### src/rtl/sharp_pkg.sv
// ----------------------------------------------------------------------------
// Sharpen filter package
// Constants, register codes and shared types of the 3x3 sharpen filter.
// ----------------------------------------------------------------------------
package sharp_pkg;

  localparam int DEF_MAX_WIDTH    = 2048;
  localparam int DEF_MAX_CHANNELS = 4;
  localparam int MAX_HEIGHT       = 4096;
  localparam int MIN_DIM          = 3;
  localparam int CENTER_GAIN      = 5;
  localparam int QUEUE_DEPTH      = 2;

  localparam int SAMPLE_BITS = 8;
  localparam int CFG_W_BITS  = 12;
  localparam int CFG_H_BITS  = 13;
  localparam int CFG_C_BITS  = 3;
  localparam int PADDR_BITS  = 4;
  localparam int PDATA_BITS  = 32;

  localparam logic [CFG_W_BITS-1:0] RST_IMAGE_WIDTH   = 12'd640;
  localparam logic [CFG_H_BITS-1:0] RST_IMAGE_HEIGHT  = 13'd480;
  localparam logic [CFG_C_BITS-1:0] RST_CHANNEL_COUNT = 3'd3;

  typedef enum logic [1:0] {
    REG_IMAGE_WIDTH   = 2'd0,
    REG_IMAGE_HEIGHT  = 2'd1,
    REG_CHANNEL_COUNT = 2'd2
  } reg_idx_t;

  // Per-item operation flags handed from the front to the back.
  typedef struct packed {
    logic wr;
    logic emit;
    logic interior;
    logic frame_end;
  } op_flags_t;

endpackage

### src/rtl/sharp_queue.sv
// ----------------------------------------------------------------------------
// Sharpen filter queue
// Small register FIFO between the front and the back.
// ----------------------------------------------------------------------------
module sharp_queue #(
  parameter int WIDTH = 8,
  parameter int DEPTH = sharp_pkg::QUEUE_DEPTH
) (
  input  logic             clk,
  input  logic             rst_n,
  input  logic             push,
  input  logic [WIDTH-1:0] push_data,
  output logic             push_ready,
  input  logic             pop,
  output logic [WIDTH-1:0] pop_data,
  output logic             pop_valid
);

  localparam int PW = (DEPTH > 1) ? $clog2(DEPTH) : 1;
  localparam int NW = $clog2(DEPTH+1);

  logic [WIDTH-1:0] slot_r [DEPTH];
  logic [PW-1:0]    wptr_r, rptr_r;
  logic [NW-1:0]    count_r;
  logic             do_push, do_pop;

  assign push_ready = (count_r != NW'(DEPTH));
  assign pop_valid  = (count_r != '0);
  assign pop_data   = slot_r[rptr_r];
  assign do_push    = push && push_ready;
  assign do_pop     = pop && pop_valid;

  always_ff @(posedge clk) begin
    if (do_push) begin
      slot_r[wptr_r] <= push_data;
    end
  end

  always_ff @(posedge clk) begin
    if (!rst_n) begin
      wptr_r  <= '0;
      rptr_r  <= '0;
      count_r <= '0;
    end else begin
      if (do_push) begin
        wptr_r <= (wptr_r == PW'(DEPTH-1)) ? '0 : wptr_r + PW'(1);
      end
      if (do_pop) begin
        rptr_r <= (rptr_r == PW'(DEPTH-1)) ? '0 : rptr_r + PW'(1);
      end
      if (do_push && !do_pop) begin
        count_r <= count_r + NW'(1);
      end else if (do_pop && !do_push) begin
        count_r <= count_r - NW'(1);
      end
    end
  end

endmodule

### config.mk
export PLATFORM = sky130hd
export DESIGN_NAME = sharp_queue
export DESIGN_NICKNAME = d
export VERILOG_FILES = /design/src/rtl/sharp_pkg.sv /design/src/rtl/sharp_queue.sv
export SDC_FILE = /design/constraint.sdc
export NUM_CORES = 1
export LEC_CHECK = 0
export BUFFER_PORTS_ARGS = -buffer_cell sky130_fd_sc_hd__buf_2
export CAP_MARGIN = 20
export CORE_MARGIN = 4
export CORE_UTILIZATION = 50
export CTS_CLUSTER_DIAMETER = 200
export DETAILED_ROUTE_END_ITERATION = 6
export GPL_ROUTABILITY_DRIVEN = 0
export PLACE_DENSITY = 0.76
export SLEW_MARGIN = 20
export SYNTH_ARGS = -nofsm -noshare
export SYNTH_HDL_FRONTEND = slang
export SYNTH_SLANG_ARGS = --single-unit
export TNS_END_PERCENT = 5
### constraint.sdc
create_clock -name clk -period 3.7 [get_ports clk]
set_input_delay 0 -clock clk [delete_from_list [all_inputs] [get_ports clk]]
set_output_delay 0 -clock clk [all_outputs]
set_load 0.01 [all_outputs]
**Word-level counts from Yosys, hierarchy flattened**

Memory sizes are Yosys's and may differ from the RTL's. A register that Yosys moved wholly into a read port is not among the register bits.
Cells that the tools add are included.
W data, S select, Z words.

- Register bits after elaboration: 4
- Memory bits (writable): 16
- Input bits: 12
- Output and inout bits: 10
- Logic and storage cells: 25
- Memories kept: 1

Memory list:

| name | words | width | rd ports | clocked after Yosys merged registers in | write ports | RTL line | source |
|---|---|---|---|---|---|---|---|
| slot_r | 2 | 8 | 1 | 1 | 1 | sharp_queue.sv:22 | `logic [WIDTH-1:0] slot_r [DEPTH];` |

- $add $sub $neg: 4
- Eq/ne operators: 1
- Mux-type cells: 8
- Reduce and logical (&&, ||, !) cells: 8

Operator list:

| kind | number |
|---|---|
| $mux W1 | 6 |
| $logic_and A1 B1 Y1 | 4 |
| $mux W2 | 2 |
| $reduce_bool A2 Y1 | 2 |
| $add A1 B1 Y1 const B | 2 |
| $add A2 B1 Y2 const B | 1 |
| $logic_not A1 Y1 | 2 |
| $ne A2 B2 Y1 const B | 1 |
| $sub A2 B1 Y2 const B | 1 |

**Logic depth before layout (Yosys ltp)**

Gate-level depths: netlist of run 1.

- Depth in word-level cells: 6
- Mapped depth: 6
- Gate-level depth less buffers: 6

**Worst setup path before layout of run 1**

OpenSTA, ideal clock, no wires.

- Kind: register to register
- Start: register count_r[0]
- End: register count_r[1]
- Setup time: 0.070 ns
- Arrival time: 1.429 ns
- Required time: 3.630 ns
- Path slack: 2.201 ns
- Stages on the path, launching flop included: 6
- Path buffers: 0
- Cells stage by stage: dfxtp_1 -> nand2b_4 -> and2_1 -> ha_1 -> or3_1 -> a21oi_1

- Cells in the longest elaborated chain, start to end: 5

RTL lines:

| what | RTL line | source |
|---|---|---|
| start, declared | sharp_queue.sv:24 | `logic [NW-1:0] count_r;` |
| start signal, assigned | sharp_queue.sv:52 | `count_r <= count_r + NW'(1);` |
| start signal, assigned | sharp_queue.sv:54 | `count_r <= count_r - NW'(1);` |
| $ne A2 B2 Y1 * | sharp_queue.sv:27 | `assign push_ready = (count_r != NW'(DEPTH));` |
| via push_ready | sharp_queue.sv:13 | `output logic push_ready,` |
| $logic_and A1 B1 Y1 * | sharp_queue.sv:30 | `assign do_push = push && push_ready;` |
| $logic_not A1 Y1 | sharp_queue.sv:53 | `end else if (do_pop && !do_push) begin` |
| $logic_and A1 B1 Y1 | sharp_queue.sv:53 |  |
| $reduce_bool A2 Y1 (no line) | n/a |  |

Mark *: on every way through the listed nets, which the timed path passes. The rest lies on a longest branch. The select of a mux whose other input is x is not followed.
A chain may end at the register's enable or synchronous reset.

**Final worst setup path of run 1**

- Start: register count_r[0]
- End: register count_r[1]

- Cells in the longest elaborated chain, start to end: 5

RTL lines:

| what |
|---|
| parallel branches: the longest is 5 deep, another holds $sub A2 B1 Y2 |

Parallel ways; which one is timed is not known. The select of a mux whose other input is x is not followed.

==> results of run 1 <==
cells in the final DEF, fill, tap and decap left out:
cell and instances:
a21bo_2 1, a21oi_1 2, and2_1 1, and3_1 1
buf_2 21, clkbuf_4 3, clkinv_2 1, dfxtp_1 5
dlygate4sd3_1 9, edfxtp_1 16, ha_1 1, inv_1 2
mux2_2 8, nand2b_4 1, nand3b_1 1, nor2_1 3
o21ai_0 2, or2_2 1, or3_1 1, xor2_1 3
path summary, 6_finish.rpt:
path,end,slack [ns],startpoint
setup reg to reg,count_r[1],2.12,count_r[0]
hold reg to reg,rptr_r,0.53,rptr_r
hold / removal,wptr_r,0.02,push
setup / recovery,count_r[1],2.12,count_r[0]
power by group:
| part | internal (W) | total, W | switching (W) |
|---|---|---|---|
| logic | 0.000105 | 0.000196 | 0.0000915 |
| registers | 0.000299 | 0.000331 | 0.0000317 |
| clock network | 0.0000402 | 0.000105 | 0.0000647 |
| total | 0.000444 | 0.000632 | 0.000188 |
layer usage:
metal	global-route usage	vias up	share of wire
met1	0.121	233	0.40
met3	0.0332	2	0.059
met4	0.0484	0	0.0055
met2	0.216	14	0.53
met5	0	-	0
li1	-	251	-
metrics by stage:
stage	area (µm²)	instances
after floorplan	810	50
after global placement	930	86
after CTS	1050	99
after detailed placement	930	86
final	1050	99
after global routing	1050	99
registers in the layout (all words and copies together), names as in the netlist, named ones only:
| name | cells |
|---|---|
| wptr_r | 1 |
| slot_r | 16 |
| rptr_r | 1 |
| count_r | 2 |
critical path, delay by kind of cell (launching register included):
kind	cells	cell delay, ns
and+or+nand+nor	3	0.70
adders and majority gates	1	0.31
AOI/OAI and AO/OA	1	0.14
DFF	1	0.37
logic make-up after synthesis:
group	after synthesis	share of synthesized area
flip-flops	21	0.717
AND/OR/NAND/NOR	9	0.0711
multiplexers	8	0.111
AO/OA/AOI/OAI	5	0.0371
XOR/XNOR	3	0.0325
buffers and inverters	3	0.0155
adder cells (fa/ha/maj)	1	0.0155
repair_timing:
action,CTS,global route
hold endpoints to repair,20,0
gates resized for setup,0,0
hold buffers,9,0
cell type report:
type                            count  area, µm²
Clock buffer                        3       22.5
Clock inverter                      1       5.00
Fill cell                         112        477
Inverter                            2       7.51
Multi-Input combinational cell     26        216
Sequential cell                    21        581
Tap cell                           16       20.0
Timing Repair Buffer               30        195
==> summary.txt, run 1 <==
Logic synthesis
  • Primary FF master, synth: edfxtp_1
  • Sequential fraction of the synthesis area: 0.717
  • Syn. warnings: 0
  • Mapped Area: a little over 800 µm²
  • Most frequent cell after synthesis: edfxtp_1
  • Post-synth ARST share: 0
  • Mean area per synthesized cell: ~16 µm²
  • #FFs+latches synth: 21
  • Most frequent cells after synthesis: edfxtp_1 (16), mux2_2 (8), dfxtp_1 (5)
  • Number of flops mapped to enable cells by yosys: 16
  • Syn_nets: 63
  • Unique masters post-synth: 17
  • Synthesized instance count: 50
  • Cell taking the most area after synthesis: edfxtp_1
  • Ranking of synthesized cells by area: edfxtp_1 (59%), dfxtp_1 (12%), mux2_2 (11%), xor2_1 (3.2%), nand2b_4 (1.7%)
  • Top-area cell type share of the netlist area: 0.594

Timing
  • Setup TNS: 0 ns
  • Hold_ws: approximately 0.021 ns
  • Final worst setup slack: roughly 2.1 ns
  • Final worst-path cycle share: 0.427
  • Worst slew pin tran: 0.385 ns
  • Slew Viols, Final: 0
  • # setup viols final: 0
  • Max Clock Freq: about 0.63 GHz
  • RSZ-0062 raised after global routing: false
  • Final Hold Fails: 0
  • Min Tclk post-route: 1.58 ns
  • Setup Skew: 0.00671 ns
  • Relative slew slack: 0.744

GRT
  • Overall Global Routing Usage: 0.117
  • Largest net degree at the start of global routing: 13
  • Vias in the first global route: 470
  • Overflow left after global routing: 0
  • First-pass GRT wire length: 1870 µm
  • Initial antenna violation count: 0

Setup path
  • Worst setup SP type: flop
  • CP max FO: 5
  • Reg2reg path depth: 5
  • Kind of critical path: reg2reg
  • Critical path, cell by cell: nand2b_4 -> and2_1 -> ha_1 -> or3_1 -> a21oi_1
  • Worst endpoint required time: 3.93 ns
  • Slowest-stage cell, CP: dfxtp_1
  • Critical Path End Type: flop
  • Worst path max stage delay: approximately 0.37 ns
  • CP arrival: approximately 1.8 ns

Routing
  • DRT Pass-1 Iters: 4
  • Final wirelength: about 1300 µm
  • Via density: 5.05
  • Vias: 500
  • ANT nets after route: 0
  • Remaining DRCs: 0
  • Wire per inst: about 13 µm
  • Drt initial violations: 3

Flow run
  • Max cap viols: 0

Clock network
  • Clk slew on worst S/H paths: 0.10 ns
  • Cts bufs inserted: 3
  • CTS H-tree depth: 1
  • CTS tree: yes
  • CTS root buf: clkbuf_4
  • Skew-Pair Late Insertion Delay: ~0.30 ns
  • Deepest clock path buffer count: 2
  • Sink Count: 21
  • Post-CTS Setup Repair Bufs: 0

Hold path
  • Hold Path Class: in2reg
  • Hold Crit Depth: 3

Placement
  • Detailed Place HPWL: 913 µm
  • Pre-CTS setup slack: approximately 2.1 ns
  • PortBufs: 21

Cells and area
  • Post-Route Utilization: 0.687
  • Net count, final: 97
  • Area grow syn2layout: 29.4%
  • Share of layout cells above drive strength 1: 0.434
  • # diodes: 0

Floorplanning
  • Site Rows: 14
  • Die Wd: 48.2 µm
  • Core area: 0.00152 mm²
  • Initial core utilization: 0.531
  • Io pins: 22
  • Die Y: just under 50 µm
  • Die Area: 0.00233 mm²

Power and ir drop
  • Max VDD drop: 0.000423 V
  • Leak Pwr: approximately 0.43 nW
  • Post-layout total power: 0.000632 W
  • Pwr per Cell Area: approximately 600 mW/mm²

Outcome
  • Outcome: finished, final reports clean
No activity file was read; power rests on OpenSTA's default activity.
==> run 2, diff against run 1 <==
--- a/config.mk
+++ b/config.mk
@@ -5,14 +5,15 @@
 export SDC_FILE = /design/constraint.sdc
 export NUM_CORES = 1
 export LEC_CHECK = 0
+export ABC_AREA = 1
 export BUFFER_PORTS_ARGS = -buffer_cell sky130_fd_sc_hd__buf_2
 export CAP_MARGIN = 20
 export CORE_MARGIN = 4
-export CORE_UTILIZATION = 50
+export CORE_UTILIZATION = 44
 export CTS_CLUSTER_DIAMETER = 200
 export DETAILED_ROUTE_END_ITERATION = 6
 export GPL_ROUTABILITY_DRIVEN = 0
-export PLACE_DENSITY = 0.76
+export PLACE_DENSITY = 0.7
 export SLEW_MARGIN = 20
 export SYNTH_ARGS = -nofsm -noshare
 export SYNTH_HDL_FRONTEND = slang
==> constraint.sdc (replaced) <==
create_clock -name clk -period 1.4 [get_ports clk]
set_input_delay 0 -clock clk [delete_from_list [all_inputs] [get_ports clk]]
set_output_delay 0 -clock clk [all_outputs]
set_load 0.01 [all_outputs]
==> summary.txt, run 2 <==
Placement
  • Pre-CTS setup slack: between 0.07 and 0.08 ns
  • Detailed Place HPWL: 1010 µm
  • PortBufs: 21

Timing
  • Final worst-path cycle share: 0.920
  • Slew Viols, Final: 0
  • Relative slew slack: 0.867
  • # setup viols final: 0
  • Final Hold Fails: 0
  • Min Tclk post-route: roughly 1.3 ns
  • Final worst setup slack: around 0.11 ns
  • Setup Skew: 0.000769 ns
  • RSZ-0062 raised after global routing: false
  • Max Clock Freq: 0.777 GHz
  • Worst slew pin tran: ~0.20 ns
  • Setup TNS: 0 ns

Routing
  • Drt initial violations: 8
  • Via density: roughly 4.5
  • DRT Pass-1 Iters: 4
  • Wire per inst: about 11 µm
  • Remaining DRCs: 0
  • ANT nets after route: 0
  • Vias: 550
  • Final wirelength: 1410 µm

Logic synthesis
  • #FFs+latches synth: 21
  • Cell taking the most area after synthesis: edfxtp_1
  • Primary FF master, synth: edfxtp_1
  • Most frequent cells after synthesis: edfxtp_1 (16), mux2_2 (8), nor2_1 (8)
  • Mean area per synthesized cell: between 10 and 15 µm²
  • Sequential fraction of the synthesis area: 0.695
  • Post-synth ARST share: 0
  • Ranking of synthesized cells by area: edfxtp_1 (57%), dfxtp_1 (12%), mux2_2 (11%), nor2_1 (3.6%), inv_1 (2.7%)
  • Most frequent cell after synthesis: edfxtp_1
  • Mapped Area: about 840 µm²
  • Syn. warnings: 0
  • Synthesized instance count: between 60 and 70
  • Number of flops mapped to enable cells by yosys: 16
  • Top-area cell type share of the netlist area: 0.575
  • Unique masters post-synth: 18
  • Syn_nets: 75

Setup path
  • Kind of critical path: reg2reg
  • Critical R2R Launch: count_r[0]
  • CP arrival: about 1.5 ns
  • Reg2reg path depth: 10
  • Flop-to-flop setup slack: 0.11 ns
  • Worst endpoint required time: around 1.6 ns
  • FF-to-FF End: count_r[1]
  • Worst path max stage delay: 0.36 ns
  • Slowest-stage cell, CP: dfxtp_2
  • Critical Path End Type: flop
  • Critical path, cell by cell: inv_2 -> nand2_4 -> nand2_4 -> clkinv_2 -> ha_1 -> inv_2 -> nand3_1 -> nand2_1 -> inv_1 -> nor2_1
  • Worst setup SP type: flop
  • CP max FO: 5

Hold path
  • Hold Path Class: in2reg
  • Hold_sp: push
  • Hold EP: wptr_r
  • Hold Crit Depth: 4

Clock network
  • Post-CTS Setup Repair Bufs: 0
  • CTS root buf: clkbuf_4
  • CTS tree: yes
  • Clk slew on worst S/H paths: ~0.11 ns
  • Skew-Pair Late Insertion Delay: just under 0.3 ns
  • CTS H-tree depth: 1
  • Cts bufs inserted: 3
  • Sink Count: 21
  • Deepest clock path buffer count: 2

GRT
  • Overflow left after global routing: 0
  • Largest net degree at the start of global routing: 13
  • Initial antenna violation count: 0
  • First-pass GRT wire length: 2230 µm
  • Vias in the first global route: 530
  • Overall Global Routing Usage: 0.120

Floorplanning
  • Initial core utilization: 0.474
  • Core area: roughly 0.0018 mm²
  • Die Wd: between 50 and 60 µm
  • Die Y: approximately 52 µm
  • Die Area: about 0.0027 mm²
  • Io pins: 22
  • Site Rows: 15

Cells and area
  • Fill count: roughly 160
  • Biggest registers after layout: slot_r: 16 flops, count_r: 2 flops
  • Most frequent cells in the layout: buf_2 (21), edfxtp_1 (16), dlygate4sd3_1 (9)
  • Share of layout cells above drive strength 1: 0.469
  • Net count, final: between 100 and 150
  • Most flops, register: slot_r
  • Largest register FFs: 16
  • Area grow syn2layout: 32.9%
  • Commonest non-fill, non-tap cell in the layout: buf_2
  • # diodes: 0

Power and ir drop
  • Leak Pwr: 0.466 nW
  • Max VDD drop: ~0.00095 V
  • Pwr per Cell Area: around 1600 mW/mm²
  • Post-layout total power: between 0.0015 and 0.002 W

Flow run
  • Max cap viols: 0

Outcome
  • Outcome: finished, final reports clean
-- run 2: cell types whose count changed after synthesis, moves of 2 or more --
| cell | previous run | this run |
|---|---|---|
| nand2_1 | 0 | 6 |
| nor2_1 | 3 | 8 |
| inv_1 | 2 | 6 |
| xor2_1 | 3 | 0 |
| nand2_4 | 0 | 2 |
-- run 2: worst max-delay path by stage --
| stage | startpoint | endpoint | slack [ns] | cells after the start |
|---|---|---|---|---|
| after CTS | flop | pop_data[2] | 0.01 | 2 |
| final | count_r[0] | count_r[1] | 0.11 | 10 |
| after global placement | count_r[1] | count_r[1] | 0.11 | 8 |
| after global routing | count_r[0] | count_r[1] | 0.004 | 10 |
| after detailed placement | count_r[1] | count_r[1] | 0.07 | 8 |
| after floorplan | count_r[0] | slot_r[1][0] | 0.08 | 4 |
-- run 2: per-stage QoR --
| stage | instance area, µm² | hold slack (ns) | util | cells |
|---|---|---|---|---|
| 2_1_floorplan | 836 | 0.0989 | - | 62 |
| 3_3_place_gp | 990 | 0.189 | 0.561 | 110 |
| 4_1_cts | 1110 | 0.0516 | 0.628 | 123 |
| 5_1_grt | 1110 | 0.0721 | 0.630 | 123 |
| 6_report | 1110 | 0.0569 | 0.630 | 123 |
| 3_5_place_dp | 990 | 0.192 | 0.561 | 110 |
-- run 2: repair_timing --
item                                    in CTS  in global routing
resized for setup                            0                  4
hold endpoints to repair                    21                  0
hold buffers                                 9                  0
endpoints found under the setup margin       0                 10
-- run 2: cell type report --
class,count,area [µm²],area share
flip-flops and latches,21,584,0.526
multi-input cells,32,219,0.197
repair buffers,33,218,0.196
inverters,8,31.3,0.0282
well taps,25,31.3,0.0282
clock buffers,3,22.5,0.0203
clock inverters,1,5.00,0.00450
-- run 2: worst max-delay path, delay by kind of cell, from the launching register on --
kind / cells / cell delay [ns]
adder cells (fa/ha/maj): 1 / 0.28
buffers and inverters: 4 / 0.27
flip-flops: 1 / 0.36
AND/OR/NAND/NOR: 5 / 0.34
-- run 2: routing by layer --
layer  vias up  wire (µm)  global-route usage
met4         0         12              0.0655
met1       249        548               0.119
met5         -          0                   0
li1        285          -                   -
met2        14        764               0.218
met3         2         80              0.0401
-- run 2: cell families after synthesis --
| family | count (synthesis) | share of synthesized area |
|---|---|---|
| compound gates | 4 | 0.0284 |
| fa+ha+maj | 1 | 0.0150 |
| mux | 8 | 0.108 |
| buf+inv | 9 | 0.0434 |
| simple gates | 19 | 0.111 |
| flops | 21 | 0.695 |
-- run 2: power by group --
group	switching [W]	internal, W
Sequential	0.0000819	0.000803
Clock	0.000170	0.000106
Combinational	0.000301	0.000277
Total	0.000553	0.00119
==> run 3, diff against run 2 <==
--- a/config.mk
+++ b/config.mk
@@ -5,7 +5,6 @@
 export SDC_FILE = /design/constraint.sdc
 export NUM_CORES = 1
 export LEC_CHECK = 0
-export ABC_AREA = 1
 export BUFFER_PORTS_ARGS = -buffer_cell sky130_fd_sc_hd__buf_2
 export CAP_MARGIN = 20
 export CORE_MARGIN = 4
==> summary.txt, run 3 (same netlist as run 1, synthesis figures left out) <==
Cells and area
  • Largest register FFs: 16
  • Biggest registers after layout: slot_r: 16 flops, count_r: 2 flops
  • Most flops, register: slot_r
  • # diodes: 0
  • Share of layout cells above drive strength 1: 0.528
  • Post-Route Utilization: 0.653
  • Most frequent cells in the layout: buf_2 (21), edfxtp_1 (16), dlygate4sd3_1 (9)
  • Final cell count without fillers: about 110
  • Fill count: 150
  • Area grow syn2layout: 39.3%
  • Net count, final: 103
  • Commonest non-fill, non-tap cell in the layout: buf_2

Hold path
  • Hold_sp: push
  • Hold Crit Depth: 3
  • Hold Path Class: in2reg

Setup path
  • Critical R2R Launch: count_r[0]
  • Worst setup SP type: flop
  • CP delay by family, top: simple AND/OR/NAND/NOR gates
  • Reg2reg path depth: 6
  • Buf/Inv on CP: 0
  • Critical Path End Type: flop
  • Slowest-stage cell, CP: dfxtp_4
  • CP max FO: 3
  • Kind of critical path: reg2reg
  • Critical path, cell by cell: nand2b_4 -> and2_4 -> ha_4 -> xor2_1 -> or3_1 -> a21oi_1
  • Worst path max stage delay: ~0.37 ns
  • CP Depth: 6
  • Worst endpoint required time: between 1.5 and 2 ns
  • Critical Path Source: count_r[0]
  • CP arrival: 1.68 ns

Floorplanning
  • Core area: approximately 0.0017 mm²
  • Die Wd: about 51 µm
  • Io pins: 22
  • Die Y: 50.9 µm
  • Site Rows: 15
  • Die Area: roughly 0.0026 mm²
  • Initial core utilization: 0.469

Clock network
  • Skew-Pair Late Insertion Delay: approximately 0.30 ns
  • Clk slew on worst S/H paths: ~0.11 ns
  • Sink Count: 21
  • Deepest clock path buffer count: 2
  • CTS H-tree depth: 1
  • CTS root buf: clkbuf_4
  • Cts bufs inserted: 3
  • CTS tree: yes

Power and ir drop
  • Sw Ratio: 0.300
  • Int Power: between 0.001 and 0.0015 W
  • Power share of the sequential group: 0.484
  • P_sw: about 0.00055 W
  • Max VDD drop: about 0.0011 V
  • Pwr per Cell Area: between 1500 and 2000 mW/mm²
  • Clock network fraction of total power: 0.157
  • Gate power share: 0.359
  • Leak Pwr: roughly 0.46 nW

Outcome
  • Outcome: complete, but fails checks
  • Failing checks: setup timing

Routing
  • Remaining DRCs: 0
  • Via density: ~4.6
  • Drt initial violations: 3
  • Vias: approximately 530
  • ANT nets after route: 0
  • DRT Pass-1 Iters: 4
  • Wire per inst: roughly 14 µm
  • Final wirelength: 1540 µm

Timing
  • Setup Skew: 0.00798 ns
  • Max Clock Freq: ~0.7 GHz
  • RSZ-0062 raised after global routing: true
  • Final Hold Fails: 0
  • Final worst-path cycle share: 1.03
  • Worst slew pin tran: 0.323 ns
  • Relative slew slack: 0.784
  • Slew Viols, Final: 0
  • # setup viols final: 1
  • Min Tclk post-route: ~1.4 ns
  • Final worst setup slack: -0.0379 ns
  • Setup TNS: -0.0379 ns
  • Hold_ws: 0.0278 ns

GRT
  • First-pass GRT wire length: approximately 2500 µm
  • Largest net degree at the start of global routing: 12
  • Overflow left after global routing: 0
  • Initial antenna violation count: 0
  • Met3 usage: 0.0350
  • Met2 Track Usage GR: 0.267
  • Vias in the first global route: about 570
  • Overall Global Routing Usage: 0.139
  • Met1 Usage GRT: 0.137
  • Top Usage Layer GRT: met2

Flow run
  • Max cap viols: 0

Placement
  • PortBufs: 21
  • Placed insts: 100
-- run 3: cell count changes in the layout (fill, tap and decap cells not counted), moves of 2 or more --
cell,delta
buf_4,+3
clkinv_2,-2
nand2_1,-6
xor2_1,+3
inv_2,-2
nand2_4,-2
nor2_1,-5
inv_1,-3
-- run 3: worst paths after layout --
path	endpoint	slack [ns]
hold / removal	wptr_r	0.03
setup / recovery	count_r[1]	-0.04
hold reg to reg	rptr_r	0.53
setup reg to reg	count_r[1]	-0.04
-- run 3: routing by layer --
layer  vias up  wire length [µm]
li1        259                 -
met1       249               567
met2        16               883
met3         3                67
met4         0                22
met5         -                 0
-- run 3: layout make-up --
| cell class | count | area [µm²] | area share |
|---|---|---|---|
| sequential | 21 | 587 | 0.521 |
| inverter | 2 | 7.51 | 0.00666 |
| multi-input combinational | 26 | 235 | 0.209 |
| timing repair buffer | 36 | 240 | 0.213 |
| tap | 25 | 31.3 | 0.0277 |
| clock buffer | 4 | 26.3 | 0.0233 |
-- run 3: worst min-delay path, delay by kind of cell --
family                 cells  cell delay [ns]
AND/OR/NAND/NOR            1             0.10
AO/OA/AOI/OAI              1             0.07
buffers and inverters      1             0.12
-- run 3: per-stage QoR --
stage	cell area [µm²]	power (W)	worst slack (ns)
final	1130	0.00182	-0.0379
after global routing	1130	0.00193	-0.0816
after CTS	1130	0.00183	-0.0394
after detailed placement	995	0.00149	-0.0352
after global placement	995	0.00146	0.00295
after floorplan	826	0.00126	0.00766
-- run 3: timing repair --
action                                 CTS  global route
gates resized for setup                  4             0
endpoints found under the hold margin   20             0
setup endpoints to repair                2             1
buffers inserted                         1             0
hold buffers                             9             0
-- run 3: power by group through the flow --
stage	combinational (W)	clock, W	sequential (W)
finish	0.000654	0.000286	0.000883
global route	0.000713	0.000325	0.000896
floorplan	0.000406	0	0.000851
CTS	0.000653	0.000295	0.000883
global placement	0.000573	0	0.000884
detailed placement	0.000597	0	0.000892
